**src/design/g2r_pkg.sv**
```systemverilog
// ----------------------------------------------------------------------------
// g2r_pkg: shared types and constants of the glob to regex translator
// Scan phase encoding, status codes, character codes and the result bundle
// passed from the translation logic to the output register.
// ----------------------------------------------------------------------------
`default_nettype none

package g2r_pkg;

  // Result burst length: the longest answer is "[.[.]" plus one byte
  localparam int unsigned MaxBytes = 6;
  localparam int unsigned CntW     = $clog2(MaxBytes + 1);

  // Scan phase, one-hot
  typedef enum logic [4:0] {
    PH_NORMAL = 5'b00001,  // outside any bracket
    PH_ESCAPE = 5'b00010,  // backslash seen, next byte is quoted
    PH_OPEN   = 5'b00100,  // right after the opening '['
    PH_IN     = 5'b01000,  // inside a bracket
    PH_HELD   = 5'b10000   // inside a bracket, inner '[' held back
  } phase_e;

  // Status / sticky error codes
  localparam logic [1:0] ERR_NONE    = 2'd0;
  localparam logic [1:0] ERR_BRACKET = 2'd1;
  localparam logic [1:0] ERR_ESCAPE  = 2'd2;

  // Character codes
  localparam logic [7:0] CH_QMARK  = 8'h3F;
  localparam logic [7:0] CH_STAR   = 8'h2A;
  localparam logic [7:0] CH_BSLASH = 8'h5C;
  localparam logic [7:0] CH_LBRACK = 8'h5B;
  localparam logic [7:0] CH_RBRACK = 8'h5D;
  localparam logic [7:0] CH_DOT    = 8'h2E;
  localparam logic [7:0] CH_EQ     = 8'h3D;
  localparam logic [7:0] CH_COLON  = 8'h3A;
  localparam logic [7:0] CH_CARET  = 8'h5E;
  localparam logic [7:0] CH_DOLLAR = 8'h24;
  localparam logic [7:0] CH_LPAREN = 8'h28;
  localparam logic [7:0] CH_RPAREN = 8'h29;
  localparam logic [7:0] CH_PIPE   = 8'h7C;
  localparam logic [7:0] CH_PLUS   = 8'h2B;
  localparam logic [7:0] CH_LBRACE = 8'h7B;

  // Everything one input item causes: the bytes to emit and the next state
  typedef struct packed {
    logic [MaxBytes-1:0][7:0] bytes;   // bytes[0] goes out first
    logic [CntW-1:0]          cnt;     // number of results, 0 to MaxBytes
    logic                     bvalid;  // results carry bytes
    logic                     done;    // status result for the end marker
    logic [1:0]               status;
    phase_e                   phase;   // next scan phase
    logic [1:0]               err;     // next sticky error
  } xlate_t;

endpackage

`default_nettype wire

```
**src/design/g2r_xlate.sv**
```systemverilog
// ----------------------------------------------------------------------------
// g2r_xlate: translation of one pattern item
// Combinational: from the scan state, the mode and one item, form the
// result burst and the next scan state.
// ----------------------------------------------------------------------------
`default_nettype none

module g2r_xlate (
  input  g2r_pkg::phase_e phase_i,
  input  logic [1:0]      err_i,
  input  logic            mode_i,
  input  logic [7:0]      byte_i,
  input  logic            eom_i,
  output g2r_pkg::xlate_t res_o
);
  import g2r_pkg::*;

  // Bracket body byte; lead puts a held '[' ahead of it
  function automatic xlate_t in_bracket(xlate_t r_in, logic lead, logic [7:0] c);
    xlate_t          r;
    logic [2:0]      k;
    r = r_in;
    k = {2'b00, lead};
    if (lead) begin
      r.bytes[0] = CH_LBRACK;
    end
    if (c == CH_RBRACK) begin
      r.bytes[k] = c;
      r.cnt      = CntW'(k + 3'd1);
      r.phase    = PH_NORMAL;
    end else if (c == CH_LBRACK) begin
      r.cnt      = CntW'(k);
      r.phase    = PH_HELD;
    end else begin
      r.bytes[k] = c;
      r.cnt      = CntW'(k + 3'd1);
      r.phase    = PH_IN;
    end
    return r;
  endfunction

  always_comb begin
    xlate_t     r;
    logic [1:0] e;
    r       = '0;
    r.phase = phase_i;
    r.err   = err_i;
    e       = err_i;
    if (eom_i) begin
      if (err_i == ERR_NONE) begin
        if (phase_i == PH_OPEN || phase_i == PH_IN || phase_i == PH_HELD) begin
          e = ERR_BRACKET;
        end else if (phase_i == PH_ESCAPE) begin
          e = ERR_ESCAPE;
        end
      end
      r.cnt    = CntW'(1);
      r.done   = 1'b1;
      r.status = e;
      r.phase  = PH_NORMAL;
      r.err    = ERR_NONE;
    end else if (err_i != ERR_NONE) begin
      // drop bytes until the end marker
      r.cnt = '0;
    end else if (!mode_i) begin
      r.bytes[0] = byte_i;
      r.cnt      = CntW'(1);
      r.bvalid   = 1'b1;
    end else begin
      r.bvalid = 1'b1;
      case (phase_i)
        PH_ESCAPE: begin
          r.bytes[0] = CH_BSLASH;
          r.bytes[1] = byte_i;
          r.cnt      = CntW'(2);
          r.phase    = PH_NORMAL;
        end
        PH_OPEN: begin
          if (byte_i == CH_RBRACK) begin
            r.err = ERR_BRACKET;
          end else begin
            r = in_bracket(r, 1'b0, byte_i);
          end
        end
        PH_IN: begin
          r = in_bracket(r, 1'b0, byte_i);
        end
        PH_HELD: begin
          if (byte_i inside {CH_DOT, CH_EQ, CH_COLON}) begin
            r.bytes[0] = CH_LBRACK;
            r.bytes[1] = CH_DOT;
            r.bytes[2] = CH_LBRACK;
            r.bytes[3] = CH_DOT;
            r.bytes[4] = CH_RBRACK;
            r.bytes[5] = byte_i;
            r.cnt      = CntW'(6);
            r.phase    = PH_IN;
          end else begin
            r = in_bracket(r, 1'b1, byte_i);
          end
        end
        default: begin
          r.phase = PH_NORMAL;
          if (byte_i == CH_QMARK) begin
            r.bytes[0] = CH_DOT;
            r.cnt      = CntW'(1);
          end else if (byte_i == CH_STAR) begin
            r.bytes[0] = CH_DOT;
            r.bytes[1] = CH_STAR;
            r.cnt      = CntW'(2);
          end else if (byte_i == CH_LBRACK) begin
            r.bytes[0] = CH_LBRACK;
            r.cnt      = CntW'(1);
            r.phase    = PH_OPEN;
          end else if (byte_i == CH_BSLASH) begin
            r.cnt      = '0;
            r.phase    = PH_ESCAPE;
          end else if (byte_i inside {CH_CARET, CH_DOT, CH_DOLLAR, CH_LPAREN,
                                      CH_RPAREN, CH_PIPE, CH_PLUS, CH_LBRACE}) begin
            r.bytes[0] = CH_BSLASH;
            r.bytes[1] = byte_i;
            r.cnt      = CntW'(2);
          end else begin
            r.bytes[0] = byte_i;
            r.cnt      = CntW'(1);
          end
        end
      endcase
    end
    res_o = r;
  end

endmodule

`default_nettype wire

```
**src/design/glob_to_regex_translator.sv**
```systemverilog
// ----------------------------------------------------------------------------
// glob_to_regex_translator: shell wildcard to extended regex, byte stream
// Translates a wildcard pattern, fed one byte per transfer, into the bytes
// of the equivalent regular expression.
// ----------------------------------------------------------------------------
// Usage:
//   Slave side: one transfer per pattern byte (tdata); a transfer with tlast
//   high is the end marker of the pattern and its tdata is ignored.
//   Master side: one transfer per result. A byte result has tuser[0] high;
//   the end marker is answered by one status result (tuser[1] high, status
//   in tuser[3:2], tdata zero). tlast marks the last result of each input
//   transfer.
//   cfg_we_i/cfg_wdata_i write wildcard_mode (1 translate, 0 copy through);
//   write only while the block is idle.
// Latency and throughput:
//   Results of an accepted transfer appear on the master side in the next
//   cycle. The output drains one result per cycle while m_axis_tready is
//   high, a transfer having 0 to 6 results; single-result bytes stream at
//   one per cycle while the receiver is ready. An input that causes no
//   result (a backslash, an inner '[', bytes after an error) still takes
//   one slot of the input handshake.
// Reset: wildcard mode on, scan phase normal, no error, output empty.
// Stall: while the receiver holds m_axis_tready low the current result
//   holds and s_axis_tready stays low as long as any result is pending.
// ----------------------------------------------------------------------------
`default_nettype none

module glob_to_regex_translator (
  input  logic       clk_i,
  input  logic       rst_ni,
  // configuration
  input  logic       cfg_we_i,
  input  logic       cfg_wdata_i,    // wildcard_mode
  // pattern input
  input  logic       s_axis_tvalid,
  output logic       s_axis_tready,
  input  logic [7:0] s_axis_tdata,   // [7:0] pattern_byte
  input  logic       s_axis_tlast,   // end_marker
  // regex output
  output logic       m_axis_tvalid,
  input  logic       m_axis_tready,
  output logic [7:0] m_axis_tdata,   // [7:0] out_byte
  output logic [3:0] m_axis_tuser,   // [0] byte_valid, [1] done_res, [3:2] status
  output logic       m_axis_tlast    // run_last
);
  import g2r_pkg::*;

  logic                     mode_q;
  phase_e                   phase_q;
  logic [1:0]               err_q;
  logic [CntW-1:0]          rem_q, rem_d;
  logic [MaxBytes-1:0][7:0] buf_q;
  logic                     bvalid_q, done_q;
  logic [1:0]               status_q;

  xlate_t res;
  logic   s_xfer, m_xfer, load;

  g2r_xlate u_xlate (
    .phase_i (phase_q),
    .err_i   (err_q),
    .mode_i  (mode_q),
    .byte_i  (s_axis_tdata),
    .eom_i   (s_axis_tlast),
    .res_o   (res)
  );

  // Accept when the output register is empty or its last result leaves now
  assign s_axis_tready = (rem_q == '0) || ((rem_q == CntW'(1)) && m_axis_tready);
  assign s_xfer        = s_axis_tvalid && s_axis_tready;
  assign m_xfer        = m_axis_tvalid && m_axis_tready;
  assign load          = s_xfer && (res.cnt != '0);

  always_comb begin
    rem_d = rem_q;
    if (load) begin
      rem_d = res.cnt;
    end else if (m_xfer) begin
      rem_d = rem_q - CntW'(1);
    end
  end

  // Control state
  always_ff @(posedge clk_i or negedge rst_ni) begin
    if (!rst_ni) begin
      mode_q  <= 1'b1;
      phase_q <= PH_NORMAL;
      err_q   <= ERR_NONE;
      rem_q   <= '0;
    end else begin
      if (cfg_we_i) begin
        mode_q <= cfg_wdata_i;
      end
      if (s_xfer) begin
        phase_q <= res.phase;
        err_q   <= res.err;
      end
      rem_q <= rem_d;
    end
  end

  // Result burst: load a whole burst, advance one byte per transfer
  always_ff @(posedge clk_i) begin
    if (load) begin
      buf_q    <= res.bytes;
      bvalid_q <= res.bvalid;
      done_q   <= res.done;
      status_q <= res.status;
    end else if (m_xfer) begin
      buf_q <= {8'h00, buf_q[MaxBytes-1:1]};
    end
  end

  assign m_axis_tvalid = (rem_q != '0);
  assign m_axis_tlast  = (rem_q == CntW'(1));
  assign m_axis_tdata  = buf_q[0];
  assign m_axis_tuser  = {status_q, done_q, bvalid_q};

  // Burst counter never exceeds the longest burst
  a_rem_range : assert property (@(posedge clk_i) disable iff (!rst_ni)
    rem_q <= CntW'(MaxBytes))
    else $error("result count out of range");

  // Input is held off while more than one result is still pending
  a_no_accept_busy : assert property (@(posedge clk_i) disable iff (!rst_ni)
    (rem_q > CntW'(1)) |-> !s_axis_tready)
    else $error("input accepted during a burst");

  // End marker is answered by a lone status result in the next cycle
  a_end_answer : assert property (@(posedge clk_i) disable iff (!rst_ni)
    (s_axis_tvalid && s_axis_tready && s_axis_tlast) |=>
      (m_axis_tvalid && m_axis_tuser[1] && m_axis_tlast && !m_axis_tuser[0]))
    else $error("end marker not answered by status result");

  // Scan state returns to reset after the end marker
  a_end_clears : assert property (@(posedge clk_i) disable iff (!rst_ni)
    (s_axis_tvalid && s_axis_tready && s_axis_tlast) |=>
      (phase_q == PH_NORMAL && err_q == ERR_NONE))
    else $error("scan state not cleared after end marker");

  // Status result carries no byte
  a_status_zero : assert property (@(posedge clk_i) disable iff (!rst_ni)
    (m_axis_tvalid && m_axis_tuser[1]) |-> (m_axis_tdata == 8'h00))
    else $error("status result with nonzero byte");

endmodule

`default_nettype wire

```
**config.mk**
```make
export PLATFORM = sky130hd
export DESIGN_NAME = glob_to_regex_translator
export DESIGN_NICKNAME = d
export VERILOG_FILES = /design/src/design/g2r_pkg.sv /design/src/design/g2r_xlate.sv /design/src/design/glob_to_regex_translator.sv
export SDC_FILE = /design/constraint.sdc
export NUM_CORES = 1
export LEC_CHECK = 0
export BUFFER_PORTS_ARGS = -buffer_cell sky130_fd_sc_hd__buf_2
export CAP_MARGIN = 10
export CELL_PAD_IN_SITES_DETAIL_PLACEMENT = 0
export CELL_PAD_IN_SITES_GLOBAL_PLACEMENT = 1
export CORE_MARGIN = 1
export CORE_UTILIZATION = 35
export DETAILED_ROUTE_END_ITERATION = 8
export PLACE_DENSITY = 0.66
export SLEW_MARGIN = 20
export SYNTH_ARGS = -nofsm -noshare
export SYNTH_HDL_FRONTEND = slang
export SYNTH_SLANG_ARGS = --single-unit
```
**constraint.sdc**
```tcl
create_clock -name clk_i -period 5.2 [get_ports clk_i]
set_input_delay 1.04 -clock clk_i [delete_from_list [all_inputs] [get_ports clk_i]]
set_output_delay 1.04 -clock clk_i [all_outputs]
set_load 0.05 [all_outputs]
```
After elaboration in Yosys (flattened, before gate mapping) --
Cells that the tools add are included.
Cells by class: mux-type cells 60, add/sub/neg operators 1, reductions and logical operators 22, equality and inequality tests 22
Operator list (number):
- 2-to-1 mux 48 bit | 4
- 2-to-1 mux 11 bit | 12
- 2-to-1 mux 19 bit | 4
- case mux 19 bit (4 select lines) | 1
- equality test 8 x 6 -> 1 bit, second input constant | 9
- case mux 32 bit (2 select lines) | 1
- 2-to-1 mux 60 bit | 1
- 2-to-1 mux 51 bit | 1
- equality test 8 x 7 -> 1 bit, second input constant | 6
- 2-to-1 mux 40 bit | 1
- 2-to-1 mux 8 bit | 5
- 2-to-1 mux 5 bit | 6
- 2-to-1 mux 10 bit | 2
- 2-to-1 mux 20 bit | 1
- case mux 5 bit (4 select lines) | 1
- 2-to-1 mux 16 bit | 1
- 2-to-1 mux 2 bit | 8
- 2-to-1 mux 3 bit | 5
- 2-to-1 mux 12 bit | 1
- 2-to-1 mux 4 bit | 3
- nonzero test 2 bit | 5
- 2-to-1 mux 9 bit | 1
- nonzero test 3 bit | 3
- nonzero test 8 bit | 1
- other kinds (17) | 22
Word-level totals: word-level logic and storage cells 118, input port bits 15, register bits after elaboration 63

Depth between registers and ports, before layout --
Gate-level depths: netlist (run 1).
depth after elaboration 25, mapped depth 11

Modules after synthesis --
From an unflattened synthesis (run 1), not the netlist that was laid out.
Unflattened totals: cell total of the unflattened synthesis 363, area, all modules 4070.2 µm²
By module, submodules not included:
- glob_to_regex_translator | sequential area each 1839.3 µm², times used 1, cells each 158, area an instance 2747.6 µm²
- g2r_xlate | sequential area each 0.0 µm², times used 1, cells each 205, area an instance 1322.5 µm²

Worst setup path after synthesis (run 1) --
No wires, ideal clock.
kind input to register, start in s_axis_tdata[6], end reg buf_q[10] in the netlist's numbering, enable pin, required time 4.615 ns, data arrival time 3.806 ns, slack 0.809 ns, buffers on the path 3, setup time 0.585 ns, stages 10, path through buf_2 -> or4b_1 -> or4b_1 -> clkinv_1 -> nor3b_1 -> a21oi_4 -> and2_4 -> buf_6 -> buf_4 -> nand2_1
On the way: longest elaborated chain between the ends 25, elaborated cells on any way between the ends 47
RTL lines:
- start, declared | line glob_to_regex_translator.sv:37 | input logic [7:0] s_axis_tdata,
- equality test 8 x 7 -> 1 bit (tied with other cells) | line g2r_xlate.sv:118 | end else if (byte_i inside {CH_CARET, CH_DOT, CH_DOLLAR, CH_LPAREN,
- nonzero test 8 bit | line g2r_xlate.sv:118
- 2-to-1 mux 11 bit | line g2r_xlate.sv:118
- 2-to-1 mux 11 bit | line g2r_xlate.sv:115 | end else if (byte_i == CH_BSLASH) begin
- 2-to-1 mux 11 bit | line g2r_xlate.sv:111 | end else if (byte_i == CH_LBRACK) begin
- 2-to-1 mux 11 bit | line g2r_xlate.sv:107 | end else if (byte_i == CH_STAR) begin
- 2-to-1 mux 11 bit | line g2r_xlate.sv:104 | if (byte_i == CH_QMARK) begin
- 2-to-1 mux 11 bit | line g2r_xlate.sv:71 | case (phase_i)
- [... 9 more ...]
- 2-to-1 mux 19 bit * | line g2r_xlate.sv:62 | end else if (err_i != ERR_NONE) begin
- 2-to-1 mux 19 bit * | line g2r_xlate.sv:49 | if (eom_i) begin
- 2-to-1 mux 12 bit * | line g2r_xlate.sv:65 | end else if (!mode_i) begin
- 2-to-1 mux 3 bit * | line g2r_xlate.sv:62
- 2-to-1 mux 3 bit * | line g2r_xlate.sv:49
- nonzero test 3 bit * | line glob_to_regex_translator.sv:72 | assign load = s_xfer && (res.cnt != '0);
- logical AND 1 bit * | line glob_to_regex_translator.sv:72
- nonzero test 2 bit (no line) *
- end signal, assigned | line glob_to_regex_translator.sv:105 | buf_q <= res.bytes;
- end signal, assigned | line glob_to_regex_translator.sv:110 | buf_q <= {8'h00, buf_q[MaxBytes-1:1]};
- end, declared | line glob_to_regex_translator.sv:52 | logic [MaxBytes-1:0][7:0] buf_q;
Every way passes the cells marked *; elsewhere a longest branch is shown, timed or not. The select of a mux whose other input is x is not followed. A chain may end at the register's enable or synchronous reset.

Final worst setup path (run 1) --
start in s_axis_tdata[2], end reg buf_q[43] in the netlist's numbering, enable pin
The elaborated chain is that of the path after synthesis.

==> run summary, run 1 <==
Adder-cell share of the synthesized area = 1.04%
DRC viols = 0
DR iter-0 viols = 149
Synth Area in XOR/XNOR = 1.22%
Post-DR wirelength/cell = 16.4 um
Worst R2R Path Depth = 7
Core area = 0.00986 mm^2
Initial core utilization = 36.5%
Total setup buffers inserted after CTS = 0
Gr usage total = 16.3%
WS Path Type = in -> reg
Mux share of post-synthesis cell area = 4.45%
Compound-gate portion of the synthesized area = 17.3%
Total negative slack = 0 ns
Crit-path max FO = 46
Wire length on met1 = 3670 um
Critical-path cell list = buf_2, nand4b_1, nor3_1, or3_1, or3_2, o211ai_4, and2_4, nand2_2, buf_4
Max clock buf depth = 2
DRT Wirelength = 7990 um
Worst reg2reg endpoint = buf_q[43]
Setup violations, final = 0
Avg Cell Area, Syn = 10.8 um^2
Clock slew at reported path FFs = 0.07 ns
Slowest cell delay on critical path = 0.52 ns
Grt total ovfl = 0
Synth cell count leaders = 52 x edfxtp_1, 27 x nand2_1, 18 x o21ai_0
Layout cells sized above 1 = 20.7%
Combinational power share = 38.0%
Fill count = 948
Ys Warns = 0
Register bit total from synthesis = 62
Die height = 103 um
Setup crit start kind = primary input
Port Buffers = 29
Antenna violations before repair = 0
Skew-Pair Late Insertion Delay = 0.35 ns
Final Hold Viols = 0
Post-Synth Simple-Gate Area = 19.0%
Unique cell type count in the Yosys netlist = 64
Row count = 36
Critical Path End Type = flop
Min Tclk post-route = 3.95 ns
Reg2reg start = phase_q[3]
Hold path cells = 1
Outcome = complete, no violations
Clk sink count = 62
Design Area, Final = 0.00397 mm^2
Number of global-route vias before repair = 2551
Net Switching = 853 uW
Num CTS Buffers = 9
Primary FF master, synth = edfxtp_1
Post-cts hold buffer count = 0
Layout area overhead = 10.2%
PnR worst setup slack = 1.25 ns
Metal3 WL = 257 um
Via count = 2589
ANT cells = 0
Worst min path class = reg -> reg
First-pass GRT wire length = 12900 um
Drt pass-1 iters = 4
Top-Level Pins = 30
Slew Viols, Final = 0
Dpl cell area = 0.00376 mm^2
Post-synth EDFFs = 52
Gate Count Post-Synth = 333
Tcrit/Tclk final = 76.0%
Root buffer cell = clkbuf_8
Post-DRT Antenna Nets = 0
Min-Delay Startpoint = buf_q[34]
RSZ-0062 raised after global routing = false
Via/cell ratio = 5.33
Dpl ws = 0.898 ns
Register share of total power = 42.3%
Placer Congestion = 0.836
Met2 Routed Length = 3920 um
Largest net degree at the start of global routing = 47
Synth top area cells = edfxtp_1 43%, dfrtp_1 5.6%, a21o_1 3.3%, nand2_1 2.8%, o21ai_0 2.5%
Async set-reset flop share out of synthesis = 16.1%
Peak supply drop = 0.325 mV
Cell taking the most area after synthesis = edfxtp_1
Main combinational cell family by area after synthesis = simple AND/OR/NAND/NOR gates
Sw Share = 38.6%
TritonCTS clock tree = yes
Reg2Reg Setup Slack = 1.61 ns
Critical Path AT = 3.98 ns
Seq/Total Area, Yosys = 50.4%
F_max = 0.253 GHz
Post-CTS Resized = 0
Clk pwr share = 19.7%
Dpl hpwl = 5690 um
Most common cell in the netlist = edfxtp_1
Final Skew = 0.00820 ns
CP required = 5.23 ns
Relative slew slack = 39.6%
Synthesized area = 0.00360 mm^2
Die W = 103 um
Nets = 366
Max cap viols = 0
Int Power = 1360 uW
Top sig layer = met4
Htree depth = 3
Synth top area share = 43.4%
Critical path's slowest cell = or3_2
Die ar. = 0.0107 mm^2
LEAKAGE = 0.00165 uW
Hold path endpoint = buf_q[26]
Tightest Pin Transition = 0.906 ns
PwrDens = 557 mW/mm^2
## sequential cells by signal, indices dropped and copies added (netlist names)
signal,flops
phase_q,5
bvalid_q,1
done_q,1
rem_q,3
m_axis_tdata,8
status_q,2
err_q,1
mode_q,1
buf_q,40
## per-stage QoR
step | power, uW | hold slack [ns] | std cells | util (%)
2_1_floorplan | 1680 | 0.495 | 334 | -
3_3_place_gp | 1780 | 0.497 | 470 | 38.1
3_5_place_dp | 1790 | 0.505 | 470 | 38.1
4_1_cts | 2230 | 0.523 | 486 | 40.2
5_1_grt | 2340 | 0.532 | 486 | 40.2
6_report | 2210 | 0.521 | 486 | 40.2
## worst max-delay path: cells and delay by family
kind	cells	cell delay, ns
AOI/OAI and AO/OA	1	0.46
and+or+nand+nor	6	1.85
buffers and inverters	2	0.59
## cell families (layout without fill, tap and decap cells)
group | after synthesis | after routing
and+or+nand+nor | 119 | 119
AOI/OAI and AO/OA | 87 | 87
DFF | 62 | 62
buffers and inverters | 43 | 62
muxes | 13 | 13
xor gates and xnor gates | 5 | 5
adders and majority gates | 3 | 3
other | 1 | 2
## how the worst max path moves through the flow
stage,endpoint,from
after global placement,buf_q[46],s_axis_tdata[4]
after detailed placement,buf_q[44],s_axis_tdata[4]
after CTS,buf_q[8],s_axis_tdata[4]
after floorplan,buf_q[10],s_axis_tdata[6]
final,buf_q[43],s_axis_tdata[2]
after global routing,buf_q[8],s_axis_tdata[2]
## per-layer routing
metal,global-route usage (%),vias up
met5,0,-
met4,6.18,0
met3,4.23,11
met2,27.4,52
met1,20.2,1260
li1,-,1266
## layout by cell type (no fill, tap or decap), types with 3 or more instances in the layout
cell	netlist	final
or3_1	3	3
o21a_1	5	5
o22ai_1	3	3
buf_4	12	3
buf_2	5	29
nor4bb_1	3	3
dfrtp_1	8	8
nand2_1	27	26
inv_6	0	3
a21o_1	16	16
and3_1	14	14
nand2b_1	9	9
mux2_2	4	4
a21oi_1	15	15
o31ai_1	3	3
o211ai_1	8	8
inv_1	13	13
mux2i_1	4	4
clkbuf_8	0	9
ha_1	3	3
nand3_1	10	10
edfxtp_1	52	52
nor2_1	14	14
mux2_4	5	5
o21ai_0	18	18
nor3_1	10	10
and2_1	6	6
xor2_1	3	3
or4b_1	3	3
## power groups by stage
stage               Clock, uW  Sequential (uW)  Combinational [uW]
finish                    436              934                 840
global placement            0              938                 838
floorplan                   0              936                 744
detailed placement          0              947                 846
CTS                       449              937                 849
global route              464              955                 919
## layout make-up
type	count	area (um^2)	area share (%)
multi-input combinational	229	1560	39.4
inverter	14	52.6	1.32
timing repair buffer	32	168	4.23
sequential	62	1810	45.7
tap	133	166	4.19
clock inverter	7	81.3	2.05
clock buffer	9	124	3.12
(Power assumes the default switching activity.)
==> run 2: changes to the inputs <==
--- a/config.mk
+++ b/config.mk
@@ -12,7 +12,7 @@
 export CORE_MARGIN = 1
 export CORE_UTILIZATION = 35
 export DETAILED_ROUTE_END_ITERATION = 8
-export PLACE_DENSITY = 0.66
+export PLACE_DENSITY = 0.68
 export SLEW_MARGIN = 20
 export SYNTH_ARGS = -nofsm -noshare
 export SYNTH_HDL_FRONTEND = slang
==> constraint.sdc (replaced) <==
create_clock -name clk_i -period 3.55 [get_ports clk_i]
set_input_delay 0.71 -clock clk_i [delete_from_list [all_inputs] [get_ports clk_i]]
set_output_delay 0.71 -clock clk_i [all_outputs]
set_load 0.05 [all_outputs]
==> run summary, run 2 (synthesis results as in run 1) <==
Tightest Pin Transition = 0.722 ns (-0.184 ns)
Max cap viols = 0 (unchanged)
Post-DR wirelength/cell = 17.0 um (+3.1%)
LEAKAGE = 0.00171 uW (+3.7%)
Reg2Reg Setup Slack = 0.69 ns (-0.92 ns)
Top-Level Pins = 30 (unchanged)
Critical Path End Type = flop
Combinational power share = 39.3% (+1.3 points)
Top reg by flops = buf_q
Dpl hpwl = 6070 um (+6.7%)
Tcrit/Tclk final = 84.2%
Root buffer cell = clkbuf_8
Final Skew = 0.0145 ns (+0.00628 ns)
Antenna violations before repair = 0 (unchanged)
Core area = 0.00986 mm^2 (unchanged)
F_max = 0.334 GHz
Port Buffers = 29 (unchanged)
First-pass GRT wire length = 13700 um (+6.0%)
Clock slew at reported path FFs = 0.07 ns (about the same)
TritonCTS clock tree = yes
Skew-Pair Late Insertion Delay = 0.34 ns (about the same)
Die W = 103 um (unchanged)
Relative slew slack = 51.6% (+12 points)
Nets = 377 (+3.0%)
Critical Path AT = 3.08 ns (-0.90 ns)
Sequential Area = 0.00181 mm^2 (unchanged)
Net Switching = 1230 uW (+45%)
Num CTS Buffers = 9 (unchanged)
Setup crit start kind = primary input
Crit-path max FO = 16 (-65%)
Multi-input gate area = 0.00157 mm^2 (+0.32%)
Register share of total power = 41.7% (-0.6 points)
Post-cts hold buffer count = 0 (unchanged)
Outcome = complete, no violations
Commonest non-fill, non-tap cell in the layout = edfxtp_1
DRC viols = 0 (unchanged)
Worst R2R Path Depth = 8 (+1)
Row count = 36 (unchanged)
Min Tclk post-route = 2.99 ns
Most frequent cells in the layout = 52 x edfxtp_1, 29 x buf_2, 26 x nand2_1
ANT cells = 0 (unchanged)
Die ar. = 0.0107 mm^2 (unchanged)
Die height = 103 um (unchanged)
Drt pass-1 iters = 4 (unchanged)
Clk pwr share = 19.0% (-0.7 points)
Post-CTS Resized = 0 (unchanged)
Final Hold Viols = 0 (unchanged)
Initial core utilization = 36.5% (unchanged)
Via count = 2635 (+1.8%)
DRT Wirelength = 8430 um (+5.5%)
Reg2reg start = phase_q[3]
Slew Viols, Final = 0 (unchanged)
Peak supply drop = 0.429 mV (+32%)
PwrDens = 807 mW/mm^2 (+45%)
Clk sink count = 62 (unchanged)
WS Path Type = in -> reg
Grt total ovfl = 0 (unchanged)
Fin util = 41.1% (+0.90 points)
Largest net degree at the start of global routing = 49 (+4.3%)
Sw Share = 37.6% (-0.95 points)
Post-DRT Antenna Nets = 0 (unchanged)
Worst min path class = in -> async
Placer Congestion = 0.874 (+4.5%)
Int Power = 2040 uW (+51%)
Total negative slack = 0 ns (unchanged)
RSZ-0062 raised after global routing = false
Layout cells sized above 1 = 22.5% (+1.8 points)
Gr usage total = 17.3% (+0.99 points)
Setup violations, final = 0 (unchanged)
Fill count = 956 (+0.84%)
Total setup buffers inserted after CTS = 0 (unchanged)
Max reg flops = 40 (unchanged)
Worst reg2reg endpoint = buf_q[36]
Htree depth = 3 (unchanged)
Max clock buf depth = 2 (unchanged)
Number of global-route vias before repair = 2581 (+1.2%)
CP required = 3.64 ns (-1.59 ns)
Via/cell ratio = 5.30 (-0.48%)
Layout area overhead = 12.6%
DR iter-0 viols = 155 (+4.0%)
[run 2: cell count changes in the layout (fill, tap and decap cells not counted), moves of 2 or more]
cell      change
inv_6         -3
buf_4        +10
clkinv_2      +2
clkbuf_1      +2
[run 2: per-layer routing]
| layer | vias to the layer above | track usage (%) | part of all wire, % |
|---|---|---|---|
| met5 | - | 0 | 0 |
| met4 | 0 | 4.66 | 0.69 |
| met3 | 8 | 4.23 | 4.6 |
| met2 | 61 | 28.8 | 49 |
| met1 | 1282 | 22.5 | 45 |
| li1 | 1284 | - | - |
[run 2: power groups by stage]
stage | clock, uW | combinational (uW) | sequential [uW]
global route | 663 | 1410 | 1400
global placement | 0 | 1290 | 1380
CTS | 635 | 1310 | 1370
floorplan | 0 | 1100 | 1360
finish | 623 | 1290 | 1360
detailed placement | 0 | 1300 | 1390
[run 2: worst max path at each step]
| stage | from | cells past startpoint | slack (ns) | endpoint |
|---|---|---|---|---|
| finish | s_axis_tdata[4] | 8 | 0.56 | m_axis_tdata[0] |
| global route | s_axis_tdata[4] | 8 | 0.46 | m_axis_tdata[0] |
| CTS | s_axis_tdata[4] | 8 | 0.56 | m_axis_tdata[0] |
| detailed placement | s_axis_tdata[4] | 8 | 0.20 | m_axis_tdata[0] |
| global placement | s_axis_tdata[4] | 10 | 0.27 | buf_q[42] |
| floorplan | s_axis_tdata[6] | 10 | 0.23 | buf_q[10] |
[run 2: layout make-up]
class                   count  share of cell area (%)
repair buffers             43                    6.48
clock buffers              12                    3.58
inverters                  14                    1.30
well taps                 133                    4.10
clock inverters             4                    1.20
flip-flops and latches     62                    44.7
multi-input cells         229                    38.6
[run 2: stage by stage]
stage               instances  power, uW  hold slack [ns]  setup slack, ns  instance area, um^2
floorplan                 334       2460            0.414            0.233                 3610
finish                    497       3270            0.245            0.560                 4060
global route              497       3470            0.248            0.460                 4060
CTS                       497       3310            0.244            0.556                 4060
global placement          481       2670            0.498            0.272                 3860
detailed placement        481       2690            0.506            0.204                 3860
[run 2: worst max-delay path, cell delays in order]
cell and delay [ns]:
buf_2 0.18, or4b_1 0.57, or4b_1 0.53, clkinv_1 0.11, nor3b_1 0.08, a21oi_4 0.17
and2_4 0.32, mux2_2 0.37
==> run 3: changes to the inputs <==
--- a/config.mk
+++ b/config.mk
@@ -5,6 +5,7 @@
 export SDC_FILE = /design/constraint.sdc
 export NUM_CORES = 1
 export LEC_CHECK = 0
+export ABC_AREA = 1
 export BUFFER_PORTS_ARGS = -buffer_cell sky130_fd_sc_hd__buf_2
 export CAP_MARGIN = 10
 export CELL_PAD_IN_SITES_DETAIL_PLACEMENT = 0
@@ -12,7 +13,7 @@
 export CORE_MARGIN = 1
 export CORE_UTILIZATION = 35
 export DETAILED_ROUTE_END_ITERATION = 8
-export PLACE_DENSITY = 0.68
+export PLACE_DENSITY = 0.71
 export SLEW_MARGIN = 20
 export SYNTH_ARGS = -nofsm -noshare
 export SYNTH_HDL_FRONTEND = slang
==> constraint.sdc (replaced) <==
create_clock -name clk_i -period 2.4 [get_ports clk_i]
set_input_delay 0.48 -clock clk_i [delete_from_list [all_inputs] [get_ports clk_i]]
set_output_delay 0.48 -clock clk_i [all_outputs]
set_load 0.05 [all_outputs]
==> run summary, run 3 <==
Design Area, Final = 0.00438 mm^2 (+8.1%)
Peak supply drop = 0.528 mV (+23%)
Clock slew at reported path FFs = 0.07 ns (about the same)
Async set-reset flop share out of synthesis = 16.1% (unchanged)
Via count = 2966 (+13%)
Commonest non-fill, non-tap cell in the layout = nand2_1
Dpl cell area = 0.00415 mm^2 (+7.5%)
Synth top area cells = edfxtp_1 45%, nand2_1 14%, dfrtp_1 5.8%, nor2_1 5.4%, inv_1 4.7%
Primary FF master, synth = edfxtp_1
Register bit total from synthesis = 62 (unchanged)
Seq/Total Area, Yosys = 52.2% (+1.8 points)
TritonCTS clock tree = yes
Die ar. = 0.0103 mm^2 (-3.3%)
Critical path's slowest cell = dfrtp_1
CP required = 2.44 ns (-1.20 ns)
Most frequent cells in the layout = 118 x nand2_1, 52 x edfxtp_1, 46 x nor2_1
F_max = 0.455 GHz
PwrDens = 1120 mW/mm^2 (+38%)
Final Hold Viols = 0 (unchanged)
RSZ-0062 raised after global routing = false
Crit-path max FO = 38 (+22)
Tcrit/Tclk final = 91.5%
Initial core utilization = 35.9% (-0.59 points)
Htree depth = 3 (unchanged)
Dpl hpwl = 6560 um (+8.1%)
Post-DR wirelength/cell = 13.9 um (-18%)
Cell taking the most area after synthesis = edfxtp_1
Layout area overhead = 26.0%
Post-synth EDFFs = 52 (unchanged)
Die W = 102 um (-1.7%)
Via/cell ratio = 4.81 (-9.2%)
Gr usage total = 18.0% (+0.71 points)
Top reg by flops = buf_q
Setup violations, final = 0 (unchanged)
WS Path Type = reg -> reg
Dpl ws = -0.0576 ns (-0.262 ns)
Final std cells w/o fill = 616 (+24%)
Critical-path cell list = nor2_4, nand2_2, nor2_1, inv_1, nor3_2, nor3_1, nand2_1, nand2_2, nand3_4, nor2_4, clkinvlp_4, buf_12
Synth top area share = 44.9% (+1.5 points)
Post-DRT Antenna Nets = 0 (unchanged)
Slowest cell delay on critical path = 0.42 ns (-0.15 ns)
Clk sink count = 62 (unchanged)
Worst reg2reg endpoint = buf_q[41]
Row count = 36 (unchanged)
DR iter-0 viols = 125 (-19%)
Number of global-route vias before repair = 2834 (+9.8%)
Critical Path End Type = flop
Worst R2R Path Depth = 12 (+4)
Most common cell in the netlist = nand2_1
Placer Congestion = 0.861 (-1.5%)
Max cap viols = 0 (unchanged)
Final Skew = 0.00769 ns (-0.00680 ns)
Port Buffers = 29 (unchanged)
Synthesized area = 0.00348 mm^2 (-3.4%)
Max reg flops = 40 (unchanged)
Largest net degree at the start of global routing = 39 (-20%)
Setup crit start kind = flop
Root buffer cell = clkbuf_8
Drt pass-1 iters = 5 (+1)
Top-Level Pins = 30 (unchanged)
DRT Wirelength = 8570 um (+1.7%)
Skew-Pair Late Insertion Delay = 0.35 ns (about the same)
LEAKAGE = 0.00207 uW (+21%)
Synth cell count leaders = 126 x nand2_1, 52 x edfxtp_1, 50 x nor2_1
Nets = 496 (+32%)
Min Tclk post-route = 2.20 ns
Placed cells = 599 (+25%)
Die height = 102 um (-1.7%)
Critical Path AT = 2.23 ns (-0.85 ns)
First-pass GRT wire length = 14000 um (+2.2%)
Total setup buffers inserted after CTS = 0 (unchanged)
Gate Count Post-Synth = 416 (+25%)
ANT cells = 0 (unchanged)
DRC viols = 0 (unchanged)
Grt total ovfl = 0 (unchanged)
Avg Cell Area, Syn = 8.36 um^2 (-23%)
Worst setup path end = buf_q[41]
Outcome = complete, no violations
Unique cell type count in the Yosys netlist = 40 (-38%)
Antenna violations before repair = 0 (unchanged)
Fill count = 973 (+1.8%)
Worst min path class = in -> reg
Max clock buf depth = 2 (unchanged)
Layout cells sized above 1 = 25.5% (+2.9 points)
Core area = 0.00968 mm^2 (-1.8%)
Reg2reg start = phase_q[1]
CP startpoint = phase_q[1]
PnR worst setup slack = 0.204 ns (-0.356 ns)
Num CTS Buffers = 9 (unchanged)
Ys Warns = 0 (unchanged)
Slew Viols, Final = 0 (unchanged)
Reg2Reg Setup Slack = 0.20 ns (-0.49 ns)
-- run 3: changes by cell type in the layout (fill, tap and decap cells not counted), moves of 9 or more --
| cell | delta |
|---|---|
| o21ai_0 | +9 |
| and3_1 | -14 |
| nand2_1 | +92 |
| inv_1 | +25 |
| nor2_1 | +32 |
| a21o_1 | -16 |
| buf_4 | +23 |
| nand2b_1 | -9 |
| nand3_1 | +9 |
-- run 3: what timing repair did --
| action | 4_1_cts | 5_1_grt |
|---|---|---|
| hold endpoints to repair | 8 | 0 |
| hold buffers | 1 | 0 |
| resized for setup | 0 | 0 |
-- run 3: power breakdown --
group	total, uW	internal [uW]	leakage, uW	switching [uW]
logic	1880	580	0.00131	1300
clock network	1030	586	0.000103	444
registers	1990	1850	0.000652	132
total	4900	3020	0.00207	1880
-- run 3: critical path: cells and delay by family (launching register included) --
kind	cells	cell delay, ns
simple gates	9	1.04
flops	1	0.42
buf+inv	3	0.40
-- run 3: cell families (layout without fill, tap and decap cells) --
family          Yosys count  in the layout  synth area share (%)
simple gates            216            216                  26.2
buf+inv                  69            135                  9.39
compound gates           63             63                  10.5
flops                    62             62                  52.2
fa+ha+maj                 3              3                  1.08
other cells               1              2                 0.108
xor+xnor                  1              1                 0.252
mux                       1              1                 0.324
-- run 3: how the worst min path moves through the flow --
| stage | startpoint | end | depth (start not counted) |
|---|---|---|---|
| floorplan | rst_ni | err_q[0] | 0 |
| global placement | rst_ni | phase_q[4] | 1 |
| detailed placement | rst_ni | phase_q[1] | 1 |
| CTS | cfg_we_i | mode_q | 2 |
| global route | cfg_we_i | mode_q | 2 |
| finish | cfg_we_i | mode_q | 2 |
-- run 3: cell type report --
type                    count  area, um^2  share of cell area (%)
flip-flops and latches     62        1810                    41.4
multi-input cells         286        1460                    33.4
repair buffers             69         485                    11.1
inverters                  50         234                    5.34
well taps                 133         166                    3.80
clock buffers               9         124                    2.83
clock inverters             7        96.3                    2.20
-- run 3: routing by layer --
metal  share of wire [%]  GRT usage, %  up-vias
met5                   0             0        -
met4                 1.2          5.46        0
met3                 4.7          4.21        8
met2                  48          29.2       88
met1                  47          24.0     1372
li1                    -             -     1498
-- run 3: metrics by stage --
step	util [%]	hold WS [ns]	setup TNS [ns]	power [uW]
after floorplan	-	0.184	-12.52	3490
after global placement	42.9	0.352	-1.51	3880
after detailed placement	42.9	0.356	-2.55	3920
after CTS	45.3	0.309	0	4960
after global routing	45.3	0.332	0	5220
final	45.3	0.317	0	4900
